[src/design/assert_macros.svh]
// Assertion macros of the design, used by ccl_update.
`ifndef ASSERT_MACROS_SVH
`define ASSERT_MACROS_SVH
`ifndef SYNTHESIS
// Plain property check, disabled while reset is held
`define CCL_ASSERT(label, clk, rst_n, prop) \
    label: assert property (@(posedge clk) disable iff (!rst_n) prop) \
        else $error("%m: check failed");
// Same-cycle implication check
`define CCL_ASSERT_IMPL(label, clk, rst_n, pre, post) \
    label: assert property (@(posedge clk) disable iff (!rst_n) (pre) |-> (post)) \
        else $error("%m: check failed");
`else
`define CCL_ASSERT(label, clk, rst_n, prop)
`define CCL_ASSERT_IMPL(label, clk, rst_n, pre, post)
`endif
`endif

[src/design/ccl_pkg.sv]
// Types and constants of the clock count launch gate.
package ccl_pkg;

    localparam int COUNT_W = 7;
    localparam int FADE_W  = 17;
    localparam int VOLT_W  = 16;
    localparam int IDX_W   = 3;
    localparam int DATA_W  = 17;

    localparam logic [FADE_W-1:0] FADE_UNITY = 17'd65536;

    // Register indexes of the configuration port
    typedef enum logic [IDX_W-1:0] {
        REG_COUNT_LIMIT    = 3'd0,
        REG_THRESHOLD_LOW  = 3'd1,
        REG_THRESHOLD_HIGH = 3'd2,
        REG_FADE_STEP      = 3'd3,
        REG_MUTE_ON_RESET  = 3'd4
    } t_reg_idx;

    typedef struct packed {
        logic        [COUNT_W-1:0] count_limit;
        logic signed [VOLT_W-1:0]  threshold_low;
        logic signed [VOLT_W-1:0]  threshold_high;
        logic        [FADE_W-1:0]  fade_step;
        logic                      mute_on_reset;
    } t_cfg;

    // Trigger inputs of one sample
    typedef struct packed {
        logic signed [VOLT_W-1:0] clock_volts;
        logic signed [VOLT_W-1:0] reset_volts;
        logic                     reset_button;
    } t_trig_in;

    // State after one sample, carried to the scaling stage
    typedef struct packed {
        logic [COUNT_W-1:0] edge_count;
        logic               gate_is_open;
        logic [FADE_W-1:0]  fade_level;
    } t_status;

endpackage

[src/design/ccl_if.sv]
// Channel interfaces: sample input, result output, configuration writes.
interface ccl_sample_if #(
    parameter int SAMPLE_BITS = 16
);
    logic                                    valid;
    logic                                    ready;
    logic signed [SAMPLE_BITS-1:0]           audio_in;
    logic signed [ccl_pkg::VOLT_W-1:0]       clock_volts;
    logic signed [ccl_pkg::VOLT_W-1:0]       reset_volts;
    logic                                    reset_button;

    modport source (output valid, audio_in, clock_volts, reset_volts, reset_button,
                    input ready);
    modport sink   (input valid, audio_in, clock_volts, reset_volts, reset_button,
                    output ready);
endinterface

interface ccl_result_if #(
    parameter int SAMPLE_BITS = 16
);
    logic                            valid;
    logic                            ready;
    logic signed [SAMPLE_BITS-1:0]   audio_out;
    logic [ccl_pkg::COUNT_W-1:0]     edge_count;
    logic                            gate_is_open;
    logic [ccl_pkg::FADE_W-1:0]      fade_level;

    modport source (output valid, audio_out, edge_count, gate_is_open, fade_level,
                    input ready);
    modport sink   (input valid, audio_out, edge_count, gate_is_open, fade_level,
                    output ready);
endinterface

interface ccl_cfg_if;
    logic                        valid;
    logic                        ready;
    logic [ccl_pkg::IDX_W-1:0]   index;
    logic [ccl_pkg::DATA_W-1:0]  data;

    modport source (output valid, index, data, input ready);
    modport sink   (input valid, index, data, output ready);
endinterface

[src/design/ccl_cfg_regs.sv]
// Configuration register file of the launch gate.
module ccl_cfg_regs (
    input  logic          i_clk,
    input  logic          i_rst_n,
    ccl_cfg_if.sink       i_cfg,
    output ccl_pkg::t_cfg o_cfg
);

    ccl_pkg::t_cfg r_cfg;

    // Writes are always taken
    assign i_cfg.ready = 1'b1;
    assign o_cfg       = r_cfg;

    always_ff @(posedge i_clk) begin
        if (!i_rst_n) begin
            r_cfg.count_limit    <= 7'd1;
            r_cfg.threshold_low  <= 16'sd0;
            r_cfg.threshold_high <= 16'sd1024;
            r_cfg.fade_step      <= 17'd66;
            r_cfg.mute_on_reset  <= 1'b1;
        end else if (i_cfg.valid) begin
            case (ccl_pkg::t_reg_idx'(i_cfg.index))
                ccl_pkg::REG_COUNT_LIMIT:    r_cfg.count_limit    <= i_cfg.data[6:0];
                ccl_pkg::REG_THRESHOLD_LOW:  r_cfg.threshold_low  <= $signed(i_cfg.data[15:0]);
                ccl_pkg::REG_THRESHOLD_HIGH: r_cfg.threshold_high <= $signed(i_cfg.data[15:0]);
                ccl_pkg::REG_FADE_STEP:      r_cfg.fade_step      <= i_cfg.data;
                ccl_pkg::REG_MUTE_ON_RESET:  r_cfg.mute_on_reset  <= i_cfg.data[0];
                default: ;
            endcase
        end
    end

endmodule

[src/design/ccl_update.sv]
// Trigger, edge counter, gate latch and fade ramp state for one sample.
`include "assert_macros.svh"
module ccl_update #(
    parameter int COUNT_MAX = 64
) (
    input  logic              i_clk,
    input  logic              i_rst_n,
    input  ccl_pkg::t_cfg     i_cfg,
    input  logic              i_fire,
    input  ccl_pkg::t_trig_in i_in,
    output ccl_pkg::t_status  o_status
);

    localparam logic [7:0] LIMIT_CAP = 8'(COUNT_MAX);

    // Triggers armed high at reset
    logic                        r_clk_hi, r_rst_hi, r_btn_hi;
    logic                        n_clk_hi, n_rst_hi, n_btn_hi;
    // One bit above the field so a count past the limit stays past it
    logic [7:0]                  r_count, n_count;
    logic                        r_gate, n_gate;
    logic [ccl_pkg::FADE_W-1:0]  r_fade, n_fade;
    logic [ccl_pkg::COUNT_W-1:0] w_limit;

    // Limit clamped to 1..COUNT_MAX
    always_comb begin
        if (i_cfg.count_limit == '0) begin
            w_limit = 7'd1;
        end else if ({1'b0, i_cfg.count_limit} > LIMIT_CAP) begin
            w_limit = LIMIT_CAP[6:0];
        end else begin
            w_limit = i_cfg.count_limit;
        end
    end

    // Next state for the sample in the input register
    always_comb begin
        logic                        btn_edge, rst_edge, clk_edge, reset_now;
        logic [ccl_pkg::FADE_W-1:0]  base;
        logic [ccl_pkg::FADE_W:0]    sum;

        n_btn_hi = r_btn_hi;
        n_rst_hi = r_rst_hi;
        n_clk_hi = r_clk_hi;
        btn_edge = 1'b0;
        rst_edge = 1'b0;
        clk_edge = 1'b0;

        // Button: low level 0, high level 1
        if (r_btn_hi) begin
            if (!i_in.reset_button) n_btn_hi = 1'b0;
        end else if (i_in.reset_button) begin
            n_btn_hi = 1'b1;
            btn_edge = 1'b1;
        end

        // External reset is skipped when the button already fired
        if (!btn_edge) begin
            if (r_rst_hi) begin
                if ($signed(i_in.reset_volts) <= $signed(i_cfg.threshold_low))
                    n_rst_hi = 1'b0;
            end else if ($signed(i_in.reset_volts) >= $signed(i_cfg.threshold_high)) begin
                n_rst_hi = 1'b1;
                rst_edge = 1'b1;
            end
        end
        reset_now = btn_edge | rst_edge;

        // Clock trigger holds on a reset sample
        if (!reset_now) begin
            if (r_clk_hi) begin
                if ($signed(i_in.clock_volts) <= $signed(i_cfg.threshold_low))
                    n_clk_hi = 1'b0;
            end else if ($signed(i_in.clock_volts) >= $signed(i_cfg.threshold_high)) begin
                n_clk_hi = 1'b1;
                clk_edge = 1'b1;
            end
        end

        // Counter and gate latch
        n_count = r_count;
        n_gate  = r_gate;
        if (reset_now) begin
            n_count = '0;
            n_gate  = 1'b0;
        end else if (clk_edge && (r_count <= {1'b0, w_limit}) && !r_gate) begin
            n_count = r_count + 8'd1;
        end
        if (n_count == {1'b0, w_limit}) n_gate = 1'b1;

        // Fade ramp, clamped to 0..unity
        base = (reset_now && i_cfg.mute_on_reset) ? '0 : r_fade;
        sum  = {1'b0, base} + {1'b0, i_cfg.fade_step};
        if (n_gate) begin
            n_fade = (sum > {1'b0, ccl_pkg::FADE_UNITY}) ? ccl_pkg::FADE_UNITY
                                                         : sum[ccl_pkg::FADE_W-1:0];
        end else begin
            n_fade = (base < i_cfg.fade_step) ? '0 : base - i_cfg.fade_step;
        end
    end

    always_ff @(posedge i_clk) begin
        if (!i_rst_n) begin
            r_clk_hi <= 1'b1;
            r_rst_hi <= 1'b1;
            r_btn_hi <= 1'b1;
            r_count  <= '0;
            r_gate   <= 1'b0;
            r_fade   <= '0;
        end else if (i_fire) begin
            r_clk_hi <= n_clk_hi;
            r_rst_hi <= n_rst_hi;
            r_btn_hi <= n_btn_hi;
            r_count  <= n_count;
            r_gate   <= n_gate;
            r_fade   <= n_fade;
        end
    end

    // State after the last sample is the result for it
    assign o_status.edge_count   = r_count[ccl_pkg::COUNT_W-1:0];
    assign o_status.gate_is_open = r_gate;
    assign o_status.fade_level   = r_fade;

    `CCL_ASSERT(a_fade_in_range, i_clk, i_rst_n, r_fade <= ccl_pkg::FADE_UNITY)
    `CCL_ASSERT(a_count_steps_by_one, i_clk, i_rst_n, r_count == $past(r_count) || r_count == $past(r_count) + 8'd1 || r_count == 8'd0)
    `CCL_ASSERT_IMPL(a_gate_opens_at_limit, i_clk, i_rst_n, $rose(r_gate), r_count == {1'b0, $past(w_limit)})
    `CCL_ASSERT_IMPL(a_idle_holds_state, i_clk, i_rst_n, !$past(i_fire) && $past(i_rst_n), $stable(r_count) && $stable(r_fade))

endmodule

[src/design/ccl_scale.sv]
// Audio times fade gain, and the result register toward the output channel.
module ccl_scale #(
    parameter int SAMPLE_BITS = 16
) (
    input  logic                          i_clk,
    input  logic                          i_rst_n,
    input  logic                          i_valid,
    input  logic signed [SAMPLE_BITS-1:0] i_audio,
    input  ccl_pkg::t_status              i_status,
    output logic                          o_adv,
    ccl_result_if.source                  o_result
);

    logic signed [SAMPLE_BITS+17:0] w_prod;
    logic                           r_out_valid;
    logic signed [SAMPLE_BITS-1:0]  r_audio;
    ccl_pkg::t_status               r_status;

    // Pipeline moves when the result register is empty or being taken
    assign o_adv = !r_out_valid || o_result.ready;

    // Q16 gain, floor of the product over 65536
    assign w_prod = i_audio * $signed({1'b0, i_status.fade_level});

    always_ff @(posedge i_clk) begin
        if (!i_rst_n) begin
            r_out_valid <= 1'b0;
        end else if (o_adv) begin
            r_out_valid <= i_valid;
        end
    end

    always_ff @(posedge i_clk) begin
        if (o_adv && i_valid) begin
            r_audio  <= w_prod[SAMPLE_BITS+15:16];
            r_status <= i_status;
        end
    end

    assign o_result.valid        = r_out_valid;
    assign o_result.audio_out    = r_audio;
    assign o_result.edge_count   = r_status.edge_count;
    assign o_result.gate_is_open = r_status.gate_is_open;
    assign o_result.fade_level   = r_status.fade_level;

endmodule

[src/design/clock_count_launch_gate.sv]
// Top level of the clock count launch gate.
//
//  port       dir  moves                          handshake
//  i_sample   in   audio, clock/reset volts, btn  valid/ready
//  o_result   out  audio, count, gate, fade       valid/ready
//  i_cfg      in   register index, write data     valid/ready, always ready
//
// One request per cycle unless o_result stalls; each request passes the stages below in order.
// Input register, then trigger/count/fade update, then the gain multiply
// into the result register; the update state feeds back from its own registers.
// i_rst_n is synchronous: triggers armed high, count, gate and fade cleared.
// A stalled result holds all three stages; i_sample.ready follows it.
module clock_count_launch_gate #(
    parameter int COUNT_MAX   = 64,
    parameter int SAMPLE_BITS = 16
) (
    input  logic         i_clk,
    input  logic         i_rst_n,
    ccl_sample_if.sink   i_sample,
    ccl_result_if.source o_result,
    ccl_cfg_if.sink      i_cfg
);

    ccl_pkg::t_cfg                 w_cfg;
    ccl_pkg::t_status              w_status;
    logic                          w_adv;
    logic                          w_fire;

    logic                          r_in_valid;
    logic signed [SAMPLE_BITS-1:0] r_in_audio;
    ccl_pkg::t_trig_in             r_in_trig;
    logic                          r_mid_valid;
    logic signed [SAMPLE_BITS-1:0] r_mid_audio;

    assign i_sample.ready = w_adv;
    assign w_fire         = w_adv && r_in_valid;

    // Stage valid bits
    always_ff @(posedge i_clk) begin
        if (!i_rst_n) begin
            r_in_valid  <= 1'b0;
            r_mid_valid <= 1'b0;
        end else if (w_adv) begin
            r_in_valid  <= i_sample.valid;
            r_mid_valid <= r_in_valid;
        end
    end

    // Input register and audio delay alongside the update stage
    always_ff @(posedge i_clk) begin
        if (w_adv) begin
            r_in_audio             <= i_sample.audio_in;
            r_in_trig.clock_volts  <= i_sample.clock_volts;
            r_in_trig.reset_volts  <= i_sample.reset_volts;
            r_in_trig.reset_button <= i_sample.reset_button;
            r_mid_audio            <= r_in_audio;
        end
    end

    ccl_cfg_regs u_cfg_regs (
        .i_clk   (i_clk),
        .i_rst_n (i_rst_n),
        .i_cfg   (i_cfg),
        .o_cfg   (w_cfg)
    );

    ccl_update #(
        .COUNT_MAX (COUNT_MAX)
    ) u_update (
        .i_clk    (i_clk),
        .i_rst_n  (i_rst_n),
        .i_cfg    (w_cfg),
        .i_fire   (w_fire),
        .i_in     (r_in_trig),
        .o_status (w_status)
    );

    ccl_scale #(
        .SAMPLE_BITS (SAMPLE_BITS)
    ) u_scale (
        .i_clk    (i_clk),
        .i_rst_n  (i_rst_n),
        .i_valid  (r_mid_valid),
        .i_audio  (r_mid_audio),
        .i_status (w_status),
        .o_adv    (w_adv),
        .o_result (o_result)
    );

endmodule
[src/flat_wrapper.sv]
// flat-port wrapper written by rule: the top's interface ports become plain ports
module clock_count_launch_gate_flat 
#(
    parameter int COUNT_MAX   = 64,
    parameter int SAMPLE_BITS = 16
)
  (i_clk, i_rst_n, i_sample_valid, i_sample_audio_in, i_sample_clock_volts, i_sample_reset_volts, i_sample_reset_button, i_sample_ready, o_result_valid, o_result_audio_out, o_result_edge_count, o_result_gate_is_open, o_result_fade_level, o_result_ready, i_cfg_valid, i_cfg_index, i_cfg_data, i_cfg_ready);
  ccl_sample_if #(.SAMPLE_BITS(SAMPLE_BITS)) i_sample_i ();
  ccl_result_if #(.SAMPLE_BITS(SAMPLE_BITS)) o_result_i ();
  ccl_cfg_if i_cfg_i ();
  input  logic i_clk;
  input  logic i_rst_n;
  input wire logic [$bits(i_sample_i.valid)-1:0] i_sample_valid;
  input wire logic [$bits(i_sample_i.audio_in)-1:0] i_sample_audio_in;
  input wire logic [$bits(i_sample_i.clock_volts)-1:0] i_sample_clock_volts;
  input wire logic [$bits(i_sample_i.reset_volts)-1:0] i_sample_reset_volts;
  input wire logic [$bits(i_sample_i.reset_button)-1:0] i_sample_reset_button;
  output wire logic [$bits(i_sample_i.ready)-1:0] i_sample_ready;
  output wire logic [$bits(o_result_i.valid)-1:0] o_result_valid;
  output wire logic [$bits(o_result_i.audio_out)-1:0] o_result_audio_out;
  output wire logic [$bits(o_result_i.edge_count)-1:0] o_result_edge_count;
  output wire logic [$bits(o_result_i.gate_is_open)-1:0] o_result_gate_is_open;
  output wire logic [$bits(o_result_i.fade_level)-1:0] o_result_fade_level;
  input wire logic [$bits(o_result_i.ready)-1:0] o_result_ready;
  input wire logic [$bits(i_cfg_i.valid)-1:0] i_cfg_valid;
  input wire logic [$bits(i_cfg_i.index)-1:0] i_cfg_index;
  input wire logic [$bits(i_cfg_i.data)-1:0] i_cfg_data;
  output wire logic [$bits(i_cfg_i.ready)-1:0] i_cfg_ready;
  assign i_sample_i.valid = i_sample_valid;
  assign i_sample_i.audio_in = i_sample_audio_in;
  assign i_sample_i.clock_volts = i_sample_clock_volts;
  assign i_sample_i.reset_volts = i_sample_reset_volts;
  assign i_sample_i.reset_button = i_sample_reset_button;
  assign i_sample_ready = i_sample_i.ready;
  assign o_result_valid = o_result_i.valid;
  assign o_result_audio_out = o_result_i.audio_out;
  assign o_result_edge_count = o_result_i.edge_count;
  assign o_result_gate_is_open = o_result_i.gate_is_open;
  assign o_result_fade_level = o_result_i.fade_level;
  assign o_result_i.ready = o_result_ready;
  assign i_cfg_i.valid = i_cfg_valid;
  assign i_cfg_i.index = i_cfg_index;
  assign i_cfg_i.data = i_cfg_data;
  assign i_cfg_ready = i_cfg_i.ready;
  clock_count_launch_gate #(.COUNT_MAX(COUNT_MAX), .SAMPLE_BITS(SAMPLE_BITS)) u_core (.i_clk(i_clk), .i_rst_n(i_rst_n), .i_sample(i_sample_i), .o_result(o_result_i), .i_cfg(i_cfg_i));
endmodule
[config.mk]
export PLATFORM = sky130hd
export DESIGN_NAME = clock_count_launch_gate_flat
export DESIGN_NICKNAME = d
export VERILOG_FILES = /design/src/design/ccl_pkg.sv /design/src/design/ccl_if.sv /design/src/design/ccl_cfg_regs.sv /design/src/design/ccl_update.sv /design/src/design/ccl_scale.sv /design/src/design/clock_count_launch_gate.sv /design/src/flat_wrapper.sv
export VERILOG_INCLUDE_DIRS = /design/src /design/src/design
export SDC_FILE = /design/constraint.sdc
export NUM_CORES = 1
export LEC_CHECK = 0
export BUFFER_PORTS_ARGS = -buffer_cell sky130_fd_sc_hd__buf_4
export CELL_PAD_IN_SITES_DETAIL_PLACEMENT = 1
export CELL_PAD_IN_SITES_GLOBAL_PLACEMENT = 2
export CORE_MARGIN = 3
export CORE_UTILIZATION = 40
export DETAILED_ROUTE_END_ITERATION = 6
export PLACE_DENSITY_LB_ADDON = 0.1
export SYNTH_ARGS = -nofsm -noshare
export SYNTH_HDL_FRONTEND = slang
export SYNTH_SLANG_ARGS = --single-unit
[constraint.sdc]
create_clock -name i_clk -period 10.1 [get_ports i_clk]
set_input_delay 0.505 -clock i_clk [delete_from_list [all_inputs] [get_ports i_clk]]
set_output_delay 0.505 -clock i_clk [all_outputs]
set_load 0.01 [all_outputs]
==> summary.md <==
| Metric | Value |
|---|---|
| Worst EP arrival | 8050 ps |
| WS Path Type | reg -> reg |
| Max cap viols | 0 |
| Worst Path Required | 10330 ps |
| Switch share | 0.3924 |
| Synth Area in Compound Gates | 0.1216 |
| YS warnings | 0 |
| Depth of the CTS H-tree | 4 |
| Post-synth EDFFs | 106 |
| Largest family of logic cells by synthesized area | adder cells |
| Simple-gate portion of the synthesized area | 0.1643 |
| Clock transition at path regs | 80 ps |
| Slew Limit Fails | 0 |
| Ant diodes | 0 |
| Synth area leader | fa_1 |
| RSZ-0062 raised after global routing | no |
| Die Ht | 226.9 um |
| Post-synthesis sequential area ratio | 0.2543 |
| Ports | 118 |
| Most frequent cells in the layout | 339 x inv_1, 330 x nand2_1, 212 x ha_1 |
| Worst hold path depth | 1 |
| Max frequency | 127.9 MHz |
| Congestion Overflow GR | 0 |
| Status | completed |
| Drt total wl | 55110 um |
| Post-synth top area share | 0.2143 |
| Synth-to-Final Area Change | 10.22% |
| Hold Crit Class | in -> reg |
| Total GRT Usage | 0.2242 |
| Combinational Power Share | 0.443 |
| CTS buffer count | 17 |
| Post-CTS resize count | 0 |
| Die area | 0.05149 mm2 |
| Fill cell count | 5400 |
| Crit-path cells | nand2_1 -> fa_1 -> inv_1 -> fa_1 -> inv_1 -> fa_1 -> inv_1 -> fa_1 -> inv_1 -> fa_1 -> inv_1 -> fa_1 -> ha_1 -> and3_1 -> a221o_1 -> a21oi_1 -> o21ai_1 -> o41a_1 -> a211o_1 -> a31oi_1 -> nor2_1 -> a2111oi_0 -> xnor2_1 |
| Layout cells sized above 1 | 0.09788 |
| Sw power | 1225 uW |
| Initial core utilization | 0.4072 |
| Area contributors post-synth | fa_1 21%, edfxtp_1 16%, ha_1 14% |
| Final net count | 2648 |
| Pint | 1896 uW |
| Final cell count without fillers | 2781 |
| Hold Path Sink | u_core.r_in_trig[17] |
| Yosys reg bits | 195 |
| Post-route setup TNS | 0 ps |
| Via Count | 14650 |
| GPL Wtd Cong | 0.8306 |
| TritonCTS clock tree | built |
| Leak | 0.009633 uW |
| Synth unique cells | 91 |
| Final setup fails | 0 |
| Clk pwr share | 0.235 |
| Port bufs | 116 |
| Multiplexer share of the synthesized area | 0.003140 |
| Pwr per Cell Area | 145.0 mW/mm2 |
| Largest fanout on the critical path | 23 |
| Critical R2R Capture | u_core.u_scale.o_result.audio_out[15] |
| Tmin final | 7817 ps |
| Core area | 0.04795 mm2 |
| Setup Buffers After CTS | 0 |
| Iteration-0 DRC Markers | 567 |
| # DRC | 0 |
| Hold_sp | i_sample_clock_volts[0] |
| CP endpoint kind | flip-flop |
| Antenna violations before repair | 0 |
| Die Wd | 226.9 um |
| Max incr delay on CP | 1000 ps |
| Final Cycle Share | 0.7740 |
| Cell mode on critical path | fa_1 |
| First-pass GRT wire length | 88750 um |
| Synthesized-area fraction occupied by adder cells | 0.3512 |
| CTS Root Cell | clkbuf_16 |
| Max IR drop VDD | 0.1269 mV |
| Vias in the first global route | 16200 |
| Cell area after synthesis | 0.01952 mm2 |
| Overall Power | 3121 uW |
| Asr flop ratio synth | 0 |
| Worst-Skew Late Latency | 490 ps |
| Final cell area excluding filler cells | 0.02152 mm2 |
| Top FF cell, synth | edfxtp_1 |
| Placed insts | 2749 |
| Post-synthesis average cell area | 9.310 um2 |
| Layout Skew | 14.57 ps |
| Crit path launch | u_core.u_update.r_fade[7] |
| Clk buf depth | 2 |
| Post-DP HPWL | 43800 um |
| Critical Path Source Type | flip-flop |
| Slew headroom | 0.2908 |
| Wire length per cell | 19.82 um |
| Clk sink count | 195 |
| Largest net degree at the start of global routing | 74 |
| Max stage delay cell, worst path | dfxtp_1 |
| Final hold slack | 185.4 ps |
| Final Hold Viols | 0 |
| Antenna-violating nets left | 0 |
| Most common cell after layout, fill and taps aside | inv_1 |
| Post-synthesis xor/xnor area fraction | 0.01974 |
| Reg-to-reg setup timing slack | 2280 ps |
| Via density | 5.268 |
| Part of the power in registers | 0.323 |
| Syn nets | 2592 |
| FF-to-FF Start | u_core.u_update.r_fade[7] |
| Reg2reg path depth | 23 |
| Slew @ Worst Pin | 1060 ps |
| Hold buffer count at CTS | 0 |
| First drt pass iteration count | 5 |
| Placed Area | 0.02089 mm2 |
| Mapped Cells | 2097 |
| Rows | 80 |
-- per-stage QoR --
step,setup slack [ps],utilization
3_3_place_gp,2378,0.4357
4_1_cts,2265,0.4488
3_5_place_dp,2274,0.4357
6_report,2283,0.4488
5_1_grt,1889,0.4488
2_1_floorplan,3055,-
-- state kept, by name, summed over array words and instances, names as in the netlist --
signal and cells:
u_core.r_in_audio 16, u_core.u_scale.o_result.audio_out 16, u_core.r_mid_audio 16, u_core.u_cfg_regs.o_cfg 57
u_core.u_scale.o_result.edge_count 7, u_core.u_update.r_fade 17, u_core.u_scale.o_result.fade_level 17, u_core.u_update.r_clk_hi 1
u_core.u_update.r_count 8, u_core.u_scale.o_result.gate_is_open 1, u_core.u_update.r_rst_hi 1, u_core.u_update.r_btn_hi 1
u_core.r_in_trig 33, u_core.u_update.r_gate 1, u_core.r_mid_valid 1, u_core.u_scale.o_result.valid 1
u_core.r_in_valid 1
-- power by group through the flow --
| stage | clock network [uW] | registers [uW] | logic, uW |
|---|---|---|---|
| 3_5_place_dp | 0 | 1020 | 1400 |
| 2_1_floorplan | 0 | 978 | 1050 |
| 6_report | 733 | 1010 | 1380 |
| 5_1_grt | 787 | 1010 | 1610 |
| 4_1_cts | 762 | 1010 | 1410 |
| 3_3_place_gp | 0 | 1020 | 1360 |
-- cell families (layout without fill, tap and decap cells) --
logic type,Yosys count,after routing
xor+xnor,44,44
flops,195,195
compound gates,327,327
simple gates,667,667
fa+ha+maj,423,423
other cells,1,1
mux,5,5
buf+inv,435,504
-- critical path: cells and delay by family (launching register included) --
kind | cells | cell delay, ps
adder cells (fa/ha/maj) | 7 | 3340
AO/OA/AOI/OAI | 7 | 2370
flip-flops | 1 | 1000
AND/OR/NAND/NOR | 3 | 440
buffers and inverters | 5 | 270
XOR/XNOR | 1 | 120
-- layer usage --
| layer | vias up | share of wire | track usage |
|---|---|---|---|
| li1 | 6960 | - | - |
| met1 | 7441 | 0.46 | 0.2922 |
| met2 | 193 | 0.50 | 0.3938 |
| met3 | 55 | 0.024 | 0.02758 |
| met4 | 0 | 0.020 | 0.06213 |
| met5 | - | 0 | 0 |
-- cell type report --
class                           instances  area (um2)  share of cell area
Clock buffer                           19       475.5             0.02210
Clock inverter                         13       150.1            0.006978
Inverter                              340        1276             0.05931
Multi-Input combinational cell       1467       12890              0.5991
Sequential cell                       195        4965              0.2307
Tap cell                              615       769.5             0.03576
Timing Repair Buffer                  132       991.0             0.04605
-- synthesized netlist by cell type, types with 24 or more instances --
cell,count
a21oi_1,54
inv_1,340
ha_1,212
nor2b_1,25
and2_1,102
nand2_1,330
xnor2_1,29
clkbuf_1,85
o21ai_0,44
a21boi_0,59
nor2_1,66
edfxtp_1,106
nand4_1,24
dfxtp_1,89
fa_1,209
nand2b_1,25
-- worst max-delay path by stage --
stage / to / depth (start not counted)
2_1_floorplan: u_core.u_scale.o_result.audio_out[15] / 25
3_3_place_gp: u_core.u_scale.o_result.audio_out[15] / 23
3_5_place_dp: u_core.u_scale.o_result.audio_out[15] / 23
4_1_cts: u_core.u_scale.o_result.audio_out[15] / 23
5_1_grt: u_core.u_scale.o_result.audio_out[15] / 23
6_report: u_core.u_scale.o_result.audio_out[15] / 23
(Power assumes the default switching activity.)
